`src/ssr_pkg.sv`:
```
package ssr_pkg;

  localparam int BURST_MAX = 8;
  localparam int COUNT_W = 4;
  localparam int REG_W = 64;
  localparam int INDEX_W = 2;

  localparam logic [INDEX_W-1:0] REG_PATTERN_BYTES      = 2'd0;
  localparam logic [INDEX_W-1:0] REG_PATTERN_LENGTH     = 2'd1;
  localparam logic [INDEX_W-1:0] REG_REPLACEMENT_BYTES  = 2'd2;
  localparam logic [INDEX_W-1:0] REG_REPLACEMENT_LENGTH = 2'd3;

  typedef struct packed {
    logic [REG_W-1:0]   pattern_bytes;
    logic [COUNT_W-1:0] plen;
    logic [REG_W-1:0]   replacement_bytes;
    logic [COUNT_W-1:0] rlen;
    logic               clear;
  } cfg_t;

  typedef struct packed {
    logic [BURST_MAX-1:0][7:0] bytes;
    logic [COUNT_W-1:0]        count;
    logic                      line_end;
  } burst_t;

endpackage

```
`src/ssr_window.sv`:
```
module ssr_window
  import ssr_pkg::*;
#(
  parameter int Depth = 8
) (
  input  logic       clk,
  input  logic       rst,
  input  logic       fire,
  input  logic [7:0] in_byte,
  input  logic       line_end,
  input  cfg_t       cfg,
  output burst_t     burst
);

  logic [7:0]         win [Depth];
  logic [7:0]         win_next [Depth];
  logic [COUNT_W-1:0] wc;
  logic [COUNT_W-1:0] wc_next;

  logic [7:0]         cur [BURST_MAX];
  logic [7:0]         nw [BURST_MAX];
  logic [7:0]         sw [BURST_MAX];
  logic [7:0]         keep [BURST_MAX];
  logic [COUNT_W-1:0] wc_eff;
  logic [COUNT_W-1:0] n;
  logic               full;
  logic               hit;
  logic               pass;

  genvar g;
  generate
    for (g = 0; g < BURST_MAX; g++) begin : g_cur
      if (g < Depth) begin : g_held
        assign cur[g] = win[g];
        assign win_next[g] = keep[g];
      end else begin : g_none
        assign cur[g] = 8'd0;
      end
    end
  endgenerate

  always_comb begin
    pass = (cfg.plen == '0);
    wc_eff = (wc >= cfg.plen && !pass) ? COUNT_W'(cfg.plen - 4'd1) : wc;
    n = COUNT_W'(wc_eff + 4'd1);
    full = (n == cfg.plen);
    for (int i = 0; i < BURST_MAX; i++) begin
      nw[i] = (COUNT_W'(i) == wc_eff) ? in_byte : cur[i];
    end
    for (int i = 0; i < BURST_MAX; i++) begin
      sw[i] = (i < BURST_MAX - 1) ? nw[(i + 1) % BURST_MAX] : 8'd0;
    end
    hit = 1'b1;
    for (int i = 0; i < BURST_MAX; i++) begin
      if (COUNT_W'(i) < cfg.plen && nw[i] != cfg.pattern_bytes[8*i +: 8]) begin
        hit = 1'b0;
      end
    end

    burst.line_end = line_end;
    for (int i = 0; i < BURST_MAX; i++) begin
      if (pass) begin
        burst.bytes[i] = (i == 0) ? in_byte : 8'd0;
      end else if (full && hit) begin
        burst.bytes[i] = cfg.replacement_bytes[8*i +: 8];
      end else begin
        burst.bytes[i] = nw[i];
      end
    end
    if (pass) begin
      burst.count = 4'd1;
    end else if (full && hit) begin
      burst.count = cfg.rlen;
    end else if (line_end) begin
      burst.count = n;
    end else if (full) begin
      burst.count = 4'd1;
    end else begin
      burst.count = '0;
    end

    if (pass || line_end || (full && hit)) begin
      wc_next = '0;
    end else if (full) begin
      wc_next = COUNT_W'(cfg.plen - 4'd1);
    end else begin
      wc_next = n;
    end
    for (int i = 0; i < BURST_MAX; i++) begin
      keep[i] = (full && !pass) ? sw[i] : nw[i];
    end
  end

  always_ff @(posedge clk) begin
    if (rst) begin
      wc <= '0;
    end else if (cfg.clear) begin
      wc <= '0;
    end else if (fire) begin
      wc <= wc_next;
    end
  end

  always_ff @(posedge clk) begin
    if (fire) begin
      win <= win_next;
    end
  end

  a_wc_below_plen: assert property (@(posedge clk) disable iff (rst)
    (wc < cfg.plen) || (wc == '0))
    else $error("window holds a full pattern between transactions");

  a_flush_on_line_end: assert property (@(posedge clk) disable iff (rst)
    fire && line_end |=> (wc == '0))
    else $error("window not flushed at end of line");

endmodule

```
`src/ssr_burst.sv`:
```
module ssr_burst
  import ssr_pkg::*;
(
  input  logic       clk,
  input  logic       rst,
  input  logic       fire,
  input  burst_t     burst_new,
  output logic       can_load,
  output logic       m_tvalid,
  input  logic       m_tready,
  output logic [7:0] m_tdata,
  output logic       m_tuser,
  output logic       m_tlast
);

  logic [BURST_MAX-1:0][7:0] bytes;
  logic [COUNT_W-1:0]        count;
  logic                      line_end;

  assign m_tvalid = (count != '0);
  assign can_load = (count == '0) || (count == 4'd1 && m_tready);
  assign m_tdata  = bytes[0];
  assign m_tuser  = (count == 4'd1);
  assign m_tlast  = (count == 4'd1) && line_end;

  always_ff @(posedge clk) begin
    if (rst) begin
      count <= '0;
    end else if (fire) begin
      count <= burst_new.count;
    end else if (m_tvalid && m_tready) begin
      count <= COUNT_W'(count - 4'd1);
    end
  end

  always_ff @(posedge clk) begin
    if (fire) begin
      bytes    <= burst_new.bytes;
      line_end <= burst_new.line_end;
    end else if (m_tvalid && m_tready) begin
      bytes <= {8'd0, bytes[BURST_MAX-1:1]};
    end
  end

  a_count_range: assert property (@(posedge clk) disable iff (rst)
    count <= COUNT_W'(BURST_MAX))
    else $error("burst count out of range");

  a_last_ends_run: assert property (@(posedge clk) disable iff (rst)
    m_tlast |-> m_tuser)
    else $error("line end on a result that does not end its run");

  a_count_steps: assert property (@(posedge clk) disable iff (rst)
    m_tvalid && m_tready && !fire && count > 4'd1 |=> count == $past(count) - 4'd1)
    else $error("burst count did not step down after a transaction");

endmodule

```
`src/stream_substring_replacer.sv`:
```
// Streaming find and replace over lines of text, one byte per transaction.
// The slave stream carries one byte of a line in s_tdata with s_tlast on the
// final byte of the line. The master stream carries the rewritten bytes;
// m_tuser marks the last result of one input transaction and m_tlast marks
// the result that ends the rewritten line.
// The pattern, its length, the replacement and its length are written through
// the cfg_we / cfg_index / cfg_data port while no transaction is in flight.
// Writing the pattern length discards any bytes held in the match window.
// An accepted byte is held in the input register and is then turned into a
// burst of 0 to 8 result bytes in the output register, from which its first
// result can be taken. The output register sends one result per cycle while
// m_tready is high. A byte that yields at most one result lets a new byte
// enter every cycle while m_tready is high; a byte that yields more results
// holds the input until its last result is being taken, since the output
// register is the only place a burst waits.
// When the receiver stalls, the burst waits in the output register and the
// input register fills, after which s_tready drops.
// Reset empties the window and both registers and clears all configuration.
module stream_substring_replacer
  import ssr_pkg::*;
#(
  parameter int MAX_PATTERN = 8,
  parameter int MAX_REPLACEMENT = 8
) (
  input  logic               clk,
  input  logic               rst,
  input  logic               s_tvalid,
  output logic               s_tready,
  input  logic [7:0]         s_tdata,   // in_byte
  input  logic               s_tlast,   // line_end
  output logic               m_tvalid,
  input  logic               m_tready,
  output logic [7:0]         m_tdata,   // out_byte
  output logic               m_tuser,   // run_last
  output logic               m_tlast,   // line_done
  input  logic               cfg_we,
  input  logic [INDEX_W-1:0] cfg_index,
  input  logic [REG_W-1:0]   cfg_data
);

  localparam int PatLimit = (MAX_PATTERN < BURST_MAX) ? MAX_PATTERN : BURST_MAX;
  localparam int RepLimit = (MAX_REPLACEMENT < BURST_MAX) ? MAX_REPLACEMENT : BURST_MAX;

  logic [REG_W-1:0]   pattern_bytes;
  logic [COUNT_W-1:0] pattern_length;
  logic [REG_W-1:0]   replacement_bytes;
  logic [COUNT_W-1:0] replacement_length;

  logic       in_valid;
  logic [7:0] in_byte;
  logic       in_last;
  logic       can_load;
  logic       fire;
  cfg_t       cfg;
  burst_t     burst_new;

  always_ff @(posedge clk) begin
    if (rst) begin
      pattern_bytes      <= '0;
      pattern_length     <= '0;
      replacement_bytes  <= '0;
      replacement_length <= '0;
    end else if (cfg_we) begin
      case (cfg_index)
        REG_PATTERN_BYTES:      pattern_bytes      <= cfg_data;
        REG_PATTERN_LENGTH:     pattern_length     <= cfg_data[COUNT_W-1:0];
        REG_REPLACEMENT_BYTES:  replacement_bytes  <= cfg_data;
        REG_REPLACEMENT_LENGTH: replacement_length <= cfg_data[COUNT_W-1:0];
        default: ;
      endcase
    end
  end

  always_comb begin
    cfg.pattern_bytes     = pattern_bytes;
    cfg.plen              = (pattern_length > COUNT_W'(PatLimit)) ?
                            COUNT_W'(PatLimit) : pattern_length;
    cfg.replacement_bytes = replacement_bytes;
    cfg.rlen              = (replacement_length > COUNT_W'(RepLimit)) ?
                            COUNT_W'(RepLimit) : replacement_length;
    cfg.clear             = cfg_we && (cfg_index == REG_PATTERN_LENGTH);
  end

  assign s_tready = !in_valid || can_load;
  assign fire     = in_valid && can_load;

  always_ff @(posedge clk) begin
    if (rst) begin
      in_valid <= 1'b0;
    end else if (s_tready) begin
      in_valid <= s_tvalid;
    end
  end

  always_ff @(posedge clk) begin
    if (s_tvalid && s_tready) begin
      in_byte <= s_tdata;
      in_last <= s_tlast;
    end
  end

  ssr_window #(
    .Depth(PatLimit)
  ) u_window (
    .clk      (clk),
    .rst      (rst),
    .fire     (fire),
    .in_byte  (in_byte),
    .line_end (in_last),
    .cfg      (cfg),
    .burst    (burst_new)
  );

  ssr_burst u_burst (
    .clk       (clk),
    .rst       (rst),
    .fire      (fire),
    .burst_new (burst_new),
    .can_load  (can_load),
    .m_tvalid  (m_tvalid),
    .m_tready  (m_tready),
    .m_tdata   (m_tdata),
    .m_tuser   (m_tuser),
    .m_tlast   (m_tlast)
  );

endmodule
```
`config.mk`:
```
export PLATFORM = sky130hd
export DESIGN_NAME = stream_substring_replacer
export DESIGN_NICKNAME = d
export VERILOG_FILES = /design/src/ssr_pkg.sv /design/src/ssr_window.sv /design/src/ssr_burst.sv /design/src/stream_substring_replacer.sv
export SDC_FILE = /design/constraint.sdc
export NUM_CORES = 1
export LEC_CHECK = 0
export ABC_AREA = 1
export BUFFER_PORTS_ARGS = -buffer_cell sky130_fd_sc_hd__buf_2
export CAP_MARGIN = 20
export CORE_MARGIN = 3
export CORE_UTILIZATION = 35
export CTS_CLUSTER_SIZE = 20
export DETAILED_ROUTE_END_ITERATION = 7
export PLACE_DENSITY = 0.56
export SLEW_MARGIN = 10
export SYNTH_ARGS = -nofsm -noshare
export SYNTH_HDL_FRONTEND = slang
export SYNTH_SLANG_ARGS = --single-unit
```
`constraint.sdc`:
```
create_clock -name clk -period 11.5 [get_ports clk]
set_input_delay 2.3 -clock clk [delete_from_list [all_inputs] [get_ports clk]]
set_output_delay 2.3 -clock clk [all_outputs]
set_load 0.05 [all_outputs]
```
== After elaboration in Yosys (flattened, before gate mapping) ==
Index checks and enable logic that the tools add are counted.

* Register bits after elaboration: 283
* Input port bits: 80
* Logic and storage cells: 146

* Add/sub/neg operators: 3
* $lt $le $gt $ge: 11
* Eq/ne operators: 20
* Multiplexer cells: 52
* Reductions and logical operators: 34

{| class="wikitable"
|+ Operators with widths
! kind !! count
|-
| $mux W8 || 31
|-
| $mux W64 || 2
|-
| $ne A8 B8 Y1 || 8
|-
| $mux W4 || 10
|-
| $logic_and A1 B1 Y1 || 17
|-
| $eq A3 B4 Y1 const A || 4
|-
| $lt A3 B4 Y1 const A || 4
|-
| $logic_not A4 Y1 || 3
|-
| $mux W1 || 9
|-
| $eq A2 B4 Y1 const A || 2
|-
| $gt A4 B4 Y1 const B || 2
|-
| $lt A1 B4 Y1 const A || 2
|-
| $lt A2 B4 Y1 const A || 2
|-
| $reduce_and A2 Y1 || 4
|-
| $sub A4 B1 Y4 const B || 2
|-
| $add A4 B1 Y4 const B || 1
|-
| $eq A1 B4 Y1 const A || 1
|-
| $eq A2 B2 Y1 const B || 2
|-
| $eq A4 B1 Y1 const B || 1
|-
| $eq A4 B4 Y1 || 1
|-
| $ge A4 B4 Y1 || 1
|-
| $logic_or A1 B1 Y1 || 4
|-
| $reduce_bool A4 Y1 || 1
|-
| $eq A2 B1 Y1 const B || 1
|-
| other kinds (4) || 5
|}

== Longest topological paths before layout ==
Gate-level depths: netlist of the first run.

* Depth in word-level cells: 22
* Mapped depth: 36
* Depth with buffers taken out: 35

== Modules after synthesis ==
Synthesis of the first run repeated with hierarchy kept, for this count alone.

* Cells, all modules: 2374
* Area, all modules: 16261.8 µm²

{| class="wikitable"
|+ By module, submodules not included
! module !! instances !! cells an instance !! area an instance (µm²)
|-
| ssr_window || 1 || 1157 || 7064.3
|-
| stream_substring_replacer || 1 || 906 || 6102.1
|-
| ssr_burst || 1 || 311 || 3095.5
|}

== Least setup slack after synthesis of the first run ==
No wires, ideal clock.

* Kind: in2reg
* Start: input m_tready
* End: register u_burst.line_end (enable)
* Library setup time: 0.455 ns
* Arrival time: 4.879 ns
* Path slack: 6.167 ns
* Stages: 5
* Cell sequence: inv_1 > o21ai_0 > inv_1 > nor2_1 > clkbuf_1

* Longest elaborated chain between the ends: 3

{| class="wikitable"
|+ RTL lines
! item !! RTL line !! source
|-
| from (decl) || stream_substring_replacer.sv:32 || <nowiki>input logic m_tready,</nowiki>
|-
| $logic_and A1 B1 Y1 || ssr_burst.sv:21 || <nowiki>assign can_load = (count == '0) || (count == 4'd1 && m_tready);</nowiki>
|-
| $logic_or A1 B1 Y1 || ssr_burst.sv:21 ||
|-
| $logic_and A1 B1 Y1 || stream_substring_replacer.sv:85 || <nowiki>assign fire = in_valid && can_load;</nowiki>
|-
| via fire || stream_substring_replacer.sv:53 || <nowiki>logic fire;</nowiki>
|-
| to (signal assigned) || ssr_burst.sv:39 || <nowiki>line_end <= burst_new.line_end;</nowiki>
|-
| to (decl) || ssr_burst.sv:18 || <nowiki>logic line_end;</nowiki>
|}

The timed path passes the listed nets, and every way through them passes these cells.
A chain may end at the register's enable or synchronous reset.

== Final worst setup path of the first run ==
* Start: register pattern_length[3]
* End: register u_burst.bytes[22] (netlist bit), data pin

* Longest elaborated chain between the ends: 22
* Elaborated cells between the ends (all ways): 62
* Classes of those cells: add/sub: 2; order compare: 10; eq/ne: 16; mux: 21; reduce/logical: 13

{| class="wikitable"
|+ RTL lines
! item !! RTL line !! source
|-
| from (decl) || stream_substring_replacer.sv:45 || <nowiki>logic [COUNT_W-1:0] pattern_length;</nowiki>
|-
| from (signal assigned) || stream_substring_replacer.sv:66 || <nowiki>REG_PATTERN_LENGTH: pattern_length <= cfg_data[COUNT_W-1:0];</nowiki>
|-
| $gt A4 B4 Y1 || stream_substring_replacer.sv:76 || <nowiki>cfg.plen = (pattern_length > COUNT_W'(PatLimit)) ?</nowiki>
|-
| $mux W4 (*) || stream_substring_replacer.sv:76 ||
|-
| parallel branches: the longest is 18 deep, another holds $ge A4 B4 Y1 || - ||
|-
| $mux W8 (*) || ssr_window.sv:62 || <nowiki>if (pass) begin</nowiki>
|-
| $mux W64 (*) || ssr_burst.sv:37 || <nowiki>if (fire) begin</nowiki>
|-
| to (signal assigned) || ssr_burst.sv:38 || <nowiki>bytes <= burst_new.bytes;</nowiki>
|-
| to (signal assigned) || ssr_burst.sv:41 || <nowiki>bytes <= {8'd0, bytes[BURST_MAX-1:1]};</nowiki>
|-
| to (decl) || ssr_burst.sv:16 || <nowiki>logic [BURST_MAX-1:0][7:0] bytes;</nowiki>
|}

Every way passes the cells marked *.

==> flow_summary.ini, run 1 <==
[status]
status = completed

[sta]
drv_slew = 0
finalSetupViolCount = 0
skew_ps = 13.6
finalCritPeriodShare_pct = 49.9
fmax_ghz = 0.174
fin_hold_ws_ps = 443
slew_headroom_pct = 28.8
rsz0062_at_grt = false
setup_tns_ps = 0
final_hold_viol_count = 0
period_needed_ps = 5740
worst_slew_pin_slew_ps = 1070

[drt]
routed_wl_um = 45300
drcViolationCount = 0
ant_nets = 0
initialDrtViolationCount = 1150
via_per_inst = 5.16
dr.pass1.iters = 8
post_drt_wl_per_cell_um = 18.6
num_vias = 12600

[floorplanning]
fp.dieH_um = 208
initial_utilization_pct = 35.7
die_x_um = 208
num_io_pins = 92
rows = 73
core_sq_um = 40000
fp.dieArea_sq_um = 43300

[layout]
final_nets = 1983
finalNonFillerCells = 2441
n_fill_cell = 4167
utilization_pct = 40.4
area_growth_pct = 13.0
n_antenna_cell = 0
layout-drive-gt1-share_pct = 10.4

[logic_synthesis]
syn_area_sq_um = 14300
synth_edf_count = 138
async_flop_share_pct = 0
yosysSeqAreaShare_pct = 49.3
syn_avg_cell_area_sq_um = 7.71
synth_ff_type = dfxtp_1
postSynthCellCount = 1853
syn-num-nets = 1946
ys_warn_count = 0
ys_types = 36
ys_ff_latch = 283

[critical_path]
rrSetupSlack_ps = 5760
path_common_cell = nand2_1
critPathArrivalTime_ps = 6070
critPathMaxStageDelay_ps = 700
crit_family = simple AND/OR/NAND/NOR gates
crit_path_start_kind = flop
worst-setup-path-type = reg2reg
cpMaxStageDelayCell = ha_1
cp_max_fo = 75
endpoint_kind = flop
crit_required_ps = 11830
critPathBufInv = 3

[placement]
dp_cells = 2378
gp_congestion = 0.917
io_buffer_count = 91
place_hpwl_um = 31300

[clocking]
path_clk_slew_ps = 50
clk_latency_ps = 520
post_cts_resize_count = 0
cts_tree = yes
htreeDepth = 2
cts_made_buffers = 35
cts_hold_buf = 0
clock_tree.root_cell = clkbuf_16
cts_setup_buffers = 0
clockBufferDepth = 3
clkSinkCount = 283

[power_and_ir_drop]
power_mw = 3.84
power_density_nw_per_um2 = 238
ir_worst_vdd_v = 0.000114
p_leak_nw = 6.75

[grt]
grt_overflow_total = 0
grt_start_max_net_pins = 81
grt_antenna_before_repair = 2
grt_pass1_wl_um = 69800
grt_util_all_layers_pct = 20.3
grt_pass1_vias = 12200

[min_path]
timing.hold.worst.class = reg2reg

[job]
maxCapViolCount = 0
-- layout make-up --
cell class / count / area (sq um) / share of cell area, %
inverters: 208 / 782 / 4.84
clock inverters: 9 / 67.6 / 0.418
flip-flops and latches: 283 / 7050 / 43.6
well taps: 525 / 657 / 4.07
clock buffers: 54 / 1040 / 6.44
repair buffers: 104 / 566 / 3.50
multi-input cells: 1258 / 6000 / 37.1
-- report_power, final --
group / total [mW] / internal [mW] / switching (mW)
Combinational: 1.29 / 0.343 / 0.943
Sequential: 1.48 / 1.39 / 0.0975
Clock: 1.07 / 0.645 / 0.424
-- worst min-delay path: stages, from the launching register on --
cell and delay [ps]:
dfxtp_1 300, inv_1 40, a21oi_1 50
-- logic make-up after synthesis --
family                     Yosys count  synth area share [%]
and+or+nand+nor                    747                  22.4
AOI/OAI and AO/OA                  479                  17.0
xor gates and xnor gates            19                  1.16
adders and majority gates           13                  1.14
buffers and inverters              312                  9.00
DFF                                283                  49.3
-- worst paths after layout --
kind,startpoint,to,cells past startpoint
worst max-delay path,pattern_length[3]$_SDFFE_PP0P_,u_burst.bytes[22]$_DFFE_PP_,27
worst min-delay path,replacement_bytes[30]$_SDFFE_PP0P_,replacement_bytes[30]$_SDFFE_PP0P_,2
worst max register to register,pattern_length[3]$_SDFFE_PP0P_,u_burst.bytes[22]$_DFFE_PP_,27
worst min register to register,replacement_bytes[30]$_SDFFE_PP0P_,replacement_bytes[30]$_SDFFE_PP0P_,2
-- metal layers --
layer,vias up,track usage (%),wire [um],share of wire (%)
met5,-,0,27,0.060
li1,6178,-,-,-
met2,412,34.5,21600,48
met1,5899,26.5,19800,44
met3,91,3.38,2710,6.0
met4,4,6.07,1160,2.6
-- cells in the final DEF (no fill, tap or decap), types with 6 or more instances in the layout --
cell type	Yosys	routed
nand3_2	6	6
a21oi_1	147	147
clkbuf_16	0	38
nand3_1	53	52
ha_1	13	13
nand4_1	28	28
nor2_1	163	161
inv_1	200	198
edfxtp_1	138	138
xnor2_1	11	11
o21ai_1	83	83
clkinv_2	0	7
inv_2	5	8
nand3b_1	24	24
clkbuf_1	69	13
xor2_1	8	8
nand2_1	443	443
buf_2	11	91
nor2_2	7	6
buf_4	13	12
o21ai_0	239	239
dfxtp_1	145	145
-- cells in the mapped netlist, types with 8 or more instances --
library cell / instances / share of area (%)
nand2_1: 443 / 12
o21ai_0: 239 / 8.4
inv_1: 200 / 5.3
nor2_1: 163 / 4.3
a21oi_1: 147 / 5.1
dfxtp_1: 145 / 20
edfxtp_1: 138 / 29
o21ai_1: 83 / 2.9
clkbuf_1: 69 / 1.8
nand3_1: 53 / 1.9
nand4_1: 28 / 1.2
nand3b_1: 24 / 1.3
buf_4: 13 / 0.68
ha_1: 13 / 1.1
buf_2: 11 / 0.39
xnor2_1: 11 / 0.67
xor2_1: 8 / 0.49
-- through the flow --
stage,setup WS [ps],instance area (sq um)
2_1_floorplan,6170,14300
3_3_place_gp,5340,15000
3_5_place_dp,5580,15100
4_1_cts,5870,16200
5_1_grt,5280,16200
6_report,5760,16200
-- registers in the layout (all words and copies together) (netlist names), 4 cells and up --
signal              flops
u_window.wc             4
pattern_length          4
u_burst.bytes          56
u_burst.count           4
in_byte                 8
u_window.cur           64
pattern_bytes          64
u_burst.m_tdata         8
replacement_bytes      64
replacement_length      4
Power figures use the tool's default switching activity.
==> inputs of run 2 (changes only) <==
--- a/config.mk
+++ b/config.mk
@@ -5,7 +5,7 @@
 export SDC_FILE = /design/constraint.sdc
 export NUM_CORES = 1
 export LEC_CHECK = 0
-export ABC_AREA = 1
+export ABC_AREA = 0
 export BUFFER_PORTS_ARGS = -buffer_cell sky130_fd_sc_hd__buf_2
 export CAP_MARGIN = 20
 export CORE_MARGIN = 3
==> constraint.sdc (replaced) <==
create_clock -name clk -period 5.7 [get_ports clk]
set_input_delay 1.14 -clock clk [delete_from_list [all_inputs] [get_ports clk]]
set_output_delay 1.14 -clock clk [all_outputs]
set_load 0.05 [all_outputs]
==> flow_summary.ini, run 2 <==
[drt]
via_per_inst = 5.44
num_vias = 12100
drcViolationCount = 0
post_drt_wl_per_cell_um = 20.8
routed_wl_um = 46400
initialDrtViolationCount = 1147
ant_nets = 0
dr.pass1.iters = 6

[min_path]
timing.hold.worst.class = reg2reg
hold_path_depth = 2
hold_start = replacement_bytes[49]$_SDFFE_PP0P_
min_to = replacement_bytes[49]$_SDFFE_PP0P_

[clocking]
cts_setup_buffers = 0
clockBufferDepth = 3
clock_tree.root_cell = clkbuf_16
clk_latency_ps = 540
cts_tree = yes
path_clk_slew_ps = 60
htreeDepth = 2
cts_made_buffers = 34
clkSinkCount = 283

[floorplanning]
core_sq_um = 40300
die_x_um = 209
fp.dieH_um = 209
rows = 73
num_io_pins = 92
initial_utilization_pct = 35.9
fp.dieArea_sq_um = 43800

[critical_path]
crit_required_ps = 5980
critPathBufInv = 4
reg2regPathDepth = 19
rrSetupSlack_ps = 260
crit-reg2reg-capture = u_burst.bytes[44]$_DFFE_PP_
critPathMaxStageDelay_ps = 530
cp_max_fo = 27
worst-setup-path-type = reg2reg
critPathArrivalTime_ps = 5710
cpMaxStageDelayCell = a2111oi_1
crit_chain = inv_1 > nand2_1 > ha_1 > or3b_1 > nand2_1 > o21ai_0 > inv_1 > ha_1 > o21ai_1 > o31ai_1 > a21oi_1 > a2111oi_1 > buf_4 > a32oi_1 > nor3_1 > a21oi_4 > buf_12 > or2_2 > a32o_1
r2r_start = pattern_length[3]$_SDFFE_PP0P_
endpoint_kind = flop
crit_family = compound AO/OA/AOI/OAI gates
crit_path_start_kind = flop

[placement]
gp_congestion = 0.937
io_buffer_count = 91
post-place-ws_ps = 268
place_hpwl_um = 32000
place_area_sq_um = 15500

[power_and_ir_drop]
ir_worst_vdd_v = 0.000183
p_leak_nw = 6.52
power_density_nw_per_um2 = 422
power_mw = 7.04

[logic_synthesis]
yosysMostFrequentCell = nand2_1
ys_types = 80
syn-num-nets = 1710
yosysTopAreaCell = edfxtp_1
postSynthCellCount = 1617
ys_warn_count = 0
yosysSeqAreaShare_pct = 48.7
netlist_top_cells_area = edfxtp_1, dfxtp_1, nand2_1, a21oi_1, mux2i_1
yosys-top-cells-count = nand2_1, a21oi_1, dfxtp_1
syn_avg_cell_area_sq_um = 8.95
synth_ff_type = dfxtp_1
synth_edf_count = 138
yosysTopAreaCellShare_pct = 28.6
async_flop_share_pct = 0
ys_ff_latch = 283
syn_area_sq_um = 14500

[sta]
slew_headroom_pct = 26.3
fmax_ghz = 0.184
finalCritPeriodShare_pct = 95.4
finalSetupViolCount = 0
drv_slew = 0
worst_slack_ps = 263
worst_slew_pin_slew_ps = 1110
final_hold_viol_count = 0
fin_hold_ws_ps = 452
period_needed_ps = 5440
skew_ps = 13.9

[layout]
final_cell_area_sq_um = 16700
final_common_cell = nand2_1
n_antenna_cell = 0
final_nets = 1775
mostFrequentLayoutCells = nand2_1, a21oi_1, dfxtp_1
area_growth_pct = 15.2
layout-drive-gt1-share_pct = 15.2

[grt]
grt_pass1_vias = 11700
grt_antenna_before_repair = 0
grt_overflow_total = 0
grt_pass1_wl_um = 71000
grt_util_all_layers_pct = 20.7
grt_start_max_net_pins = 97

[job]
maxCapViolCount = 0

[status]
status = completed
-- run 2: final cells by class --
class	count	area (sq um)
Multi-Input combinational cell	1167	6790
Clock inverter	14	80.1
Clock buffer	47	1030
Fill cell	4047	23600
Inverter	52	195
Timing Repair Buffer	144	881
Tap cell	525	657
Sequential cell	283	7050
-- run 2: power by group --
group | total, mW | internal (mW) | leakage, nW | switching [mW]
registers | 3.01 | 2.76 | 2.49 | 0.247
logic | 1.90 | 0.617 | 3.47 | 1.28
clock network | 2.14 | 1.27 | 0.559 | 0.871
total | 7.04 | 4.65 | 6.52 | 2.40
-- run 2: routing by layer --
layer,share of wire [%],track usage (%),up-vias
li1,-,-,5791
met3,5.1,2.94,91
met2,46,33.4,384
met4,3.3,7.07,0
met5,0,0,-
met1,45,28.6,5882
-- run 2: cells by family (layout without fill, tap and decap cells) --
logic type / count (synthesis) / count (layout) / synth area share, %
AOI/OAI and AO/OA: 379 / 379 / 16.2
xor gates and xnor gates: 66 / 66 / 4.09
adders and majority gates: 13 / 13 / 1.12
muxes: 99 / 99 / 6.98
buffers and inverters: 167 / 257 / 4.78
DFF: 283 / 283 / 48.7
and+or+nand+nor: 610 / 610 / 18.2
-- run 2: how the worst max path moves through the flow --
stage                              startpoint                     endpoint  slack [ps]  cells after the start
5_1_grt        pattern_length[3]$_SDFFE_PP0P_  u_burst.bytes[55]$_DFFE_PP_          -5                     20
3_5_place_dp   pattern_length[3]$_SDFFE_PP0P_  u_burst.bytes[44]$_DFFE_PP_         270                     21
6_report       pattern_length[3]$_SDFFE_PP0P_  u_burst.bytes[44]$_DFFE_PP_         260                     19
4_1_cts        pattern_length[3]$_SDFFE_PP0P_  u_burst.bytes[17]$_DFFE_PP_         220                     21
2_1_floorplan  pattern_length[3]$_SDFFE_PP0P_  u_burst.bytes[17]$_DFFE_PP_         830                     20
3_3_place_gp   pattern_length[3]$_SDFFE_PP0P_  u_burst.bytes[40]$_DFFE_PP_         390                     19
-- run 2: per-stage QoR --
step                      cells  setup TNS, ps  utilization (%)
after floorplan            1617              0                -
after global placement     2171              0             38.6
after detailed placement   2171              0             38.6
after CTS                  2232              0             41.3
after global routing       2232          -5.18             41.4
final                      2232              0             41.4
-- run 2: timing repair --
| action | 4_1_cts | 5_1_grt |
|---|---|---|
| hold buffers | 0 | 0 |
| setup endpoints to repair | 0 | 40 |
| resized for setup | 0 | 5 |
-- run 2: worst reg2reg max path: stages (launching register included) --
cell,delay (ps)
dfxtp_1,500
inv_1,180
nand2_1,190
ha_1,280
or3b_1,470
nand2_1,190
o21ai_0,190
inv_1,130
ha_1,170
o21ai_1,170
o31ai_1,470
a21oi_1,140
a2111oi_1,530
buf_4,200
a32oi_1,100
nor3_1,380
a21oi_4,150
buf_12,200
or2_2,310
a32o_1,250
==> inputs of run 3 (changes only) <==
--- a/config.mk
+++ b/config.mk
@@ -13,6 +13,8 @@
 export CTS_CLUSTER_SIZE = 20
 export DETAILED_ROUTE_END_ITERATION = 7
 export PLACE_DENSITY = 0.56
+export SETUP_SLACK_MARGIN = 0.3
+export SKIP_CTS_REPAIR_TIMING = 1
 export SLEW_MARGIN = 10
 export SYNTH_ARGS = -nofsm -noshare
 export SYNTH_HDL_FRONTEND = slang
==> flow_summary.ini, run 3 (synthesized netlist as in run 2, its figures left out) <==
[status]
status = completed

[critical_path]
critPathMaxStageDelay_ps = 470
crit_family = simple AND/OR/NAND/NOR gates
cpMaxStageDelayCell = or3b_1
worst-setup-path-type = reg2reg
critPathBufInv = 3
crit_chain = inv_1 > nand2_2 > ha_2 > or3b_1 > nand2_2 > nand2_1 > o21a_1 > inv_1 > ha_1 > a21boi_4 > nand3_2 > mux2_2 > a2111oi_4 > a41oi_1 > nor4_2 > a21oi_4 > buf_12 > or2_2 > a32o_1
critPathArrivalTime_ps = 5500
crit_required_ps = 5980
endpoint_kind = flop
cp_max_fo = 27
crit_path_start_kind = flop

[sta]
rsz0062_at_grt = false
final_hold_viol_count = 0
setup_tns_ps = 0
drv_slew = 0
fin_hold_ws_ps = 452
fmax_ghz = 0.191
slew_headroom_pct = 27.2
skew_ps = 13.1
period_needed_ps = 5220
finalCritPeriodShare_pct = 91.6
worst_slew_pin_slew_ps = 1090
finalSetupViolCount = 0

[layout]
finalNonFillerCells = 2232
n_fill_cell = 4047
mostFrequentLayoutCells = nand2_1, a21oi_1, dfxtp_1
utilization_pct = 41.5
layout-drive-gt1-share_pct = 15.6
area_growth_pct = 15.4
final_nets = 1775
n_antenna_cell = 0
final_common_cell = nand2_1

[placement]
place_hpwl_um = 32000
gp_congestion = 0.937
dp_cells = 2171
io_buffer_count = 91

[drt]
routed_wl_um = 46400
ant_nets = 0
via_per_inst = 5.44
initialDrtViolationCount = 1121
num_vias = 12100
post_drt_wl_per_cell_um = 20.8
drcViolationCount = 0
dr.pass1.iters = 6

[power_and_ir_drop]
p_switching_mw = 2.40
p_leak_nw = 6.53
pwr-share-clk_pct = 30.4
power_density_nw_per_um2 = 422
pwr-share-seq_pct = 42.7
ir_worst_vdd_v = 0.000183
switching_share_pct = 34.0
p_int_mw = 4.65
pwr-share-comb_pct = 26.9

[floorplanning]
rows = 73
die_x_um = 209
fp.dieArea_sq_um = 43800
fp.dieH_um = 209
core_sq_um = 40300
initial_utilization_pct = 35.9
num_io_pins = 92

[grt]
grt_overflow_total = 0
grt_pass1_wl_um = 71000
grt_pass1_vias = 11700
grt_antenna_before_repair = 0
grt_util_all_layers_pct = 20.7
grt_start_max_net_pins = 97

[clocking]
clockBufferDepth = 3
cts_tree = yes
cts_made_buffers = 34
clk_latency_ps = 540
htreeDepth = 2
clock_tree.root_cell = clkbuf_16
clkSinkCount = 283
path_clk_slew_ps = 60

[job]
maxCapViolCount = 0

[min_path]
timing.hold.worst.class = reg2reg
## run 3: worst reg2reg max path, delay by kind of cell, from the launching register on
| kind | cells | cell delay [ps] |
|---|---|---|
| buf+inv | 3 | 450 |
| fa+ha+maj | 2 | 410 |
| simple gates | 7 | 1770 |
| flops | 1 | 420 |
| compound gates | 6 | 1540 |
| mux | 1 | 380 |
## run 3: stage by stage
step	area [sq um]	total power, mW	setup slack, ps
finish	16700	7.04	476
global route	16700	7.38	276
CTS	16600	7.09	224
detailed placement	15500	4.93	268
global placement	15500	4.92	390
floorplan	14500	4.28	832
## run 3: final timing paths
path                            cells after the start                                  to  slack [ps]                                from
worst max-delay path                               19         u_burst.bytes[44]$_DFFE_PP_         480      pattern_length[3]$_SDFFE_PP0P_
worst min-delay path                                2  replacement_bytes[49]$_SDFFE_PP0P_         450  replacement_bytes[49]$_SDFFE_PP0P_
worst min register to register                      2  replacement_bytes[49]$_SDFFE_PP0P_         450  replacement_bytes[49]$_SDFFE_PP0P_
worst max register to register                     19         u_burst.bytes[44]$_DFFE_PP_         480      pattern_length[3]$_SDFFE_PP0P_
## run 3: routing by layer
metal | wire length [um] | GRT usage [%]
met1 | 20800 | 28.6
met2 | 21300 | 33.4
met3 | 2580 | 2.94
met4 | 1660 | 7.07
met5 | 0 | 0
## run 3: power by group through the flow
stage	clock network (mW)	logic, mW	registers, mW
final	2.14	1.90	3.01
after global routing	2.26	2.08	3.05
after CTS	2.19	1.90	3.00
after detailed placement	0	1.89	3.04
after global placement	0	1.87	3.04
after floorplan	0	1.35	2.93
## run 3: area by class of cell
type | instances | area, sq um | share of cell area (%)
Clock buffer | 47 | 1030 | 6.14
Inverter | 52 | 195 | 1.17
Multi-Input combinational cell | 1167 | 6820 | 40.8
Clock inverter | 14 | 80.1 | 0.479
Tap cell | 525 | 657 | 3.93
Timing Repair Buffer | 144 | 881 | 5.27
Sequential cell | 283 | 7050 | 42.2
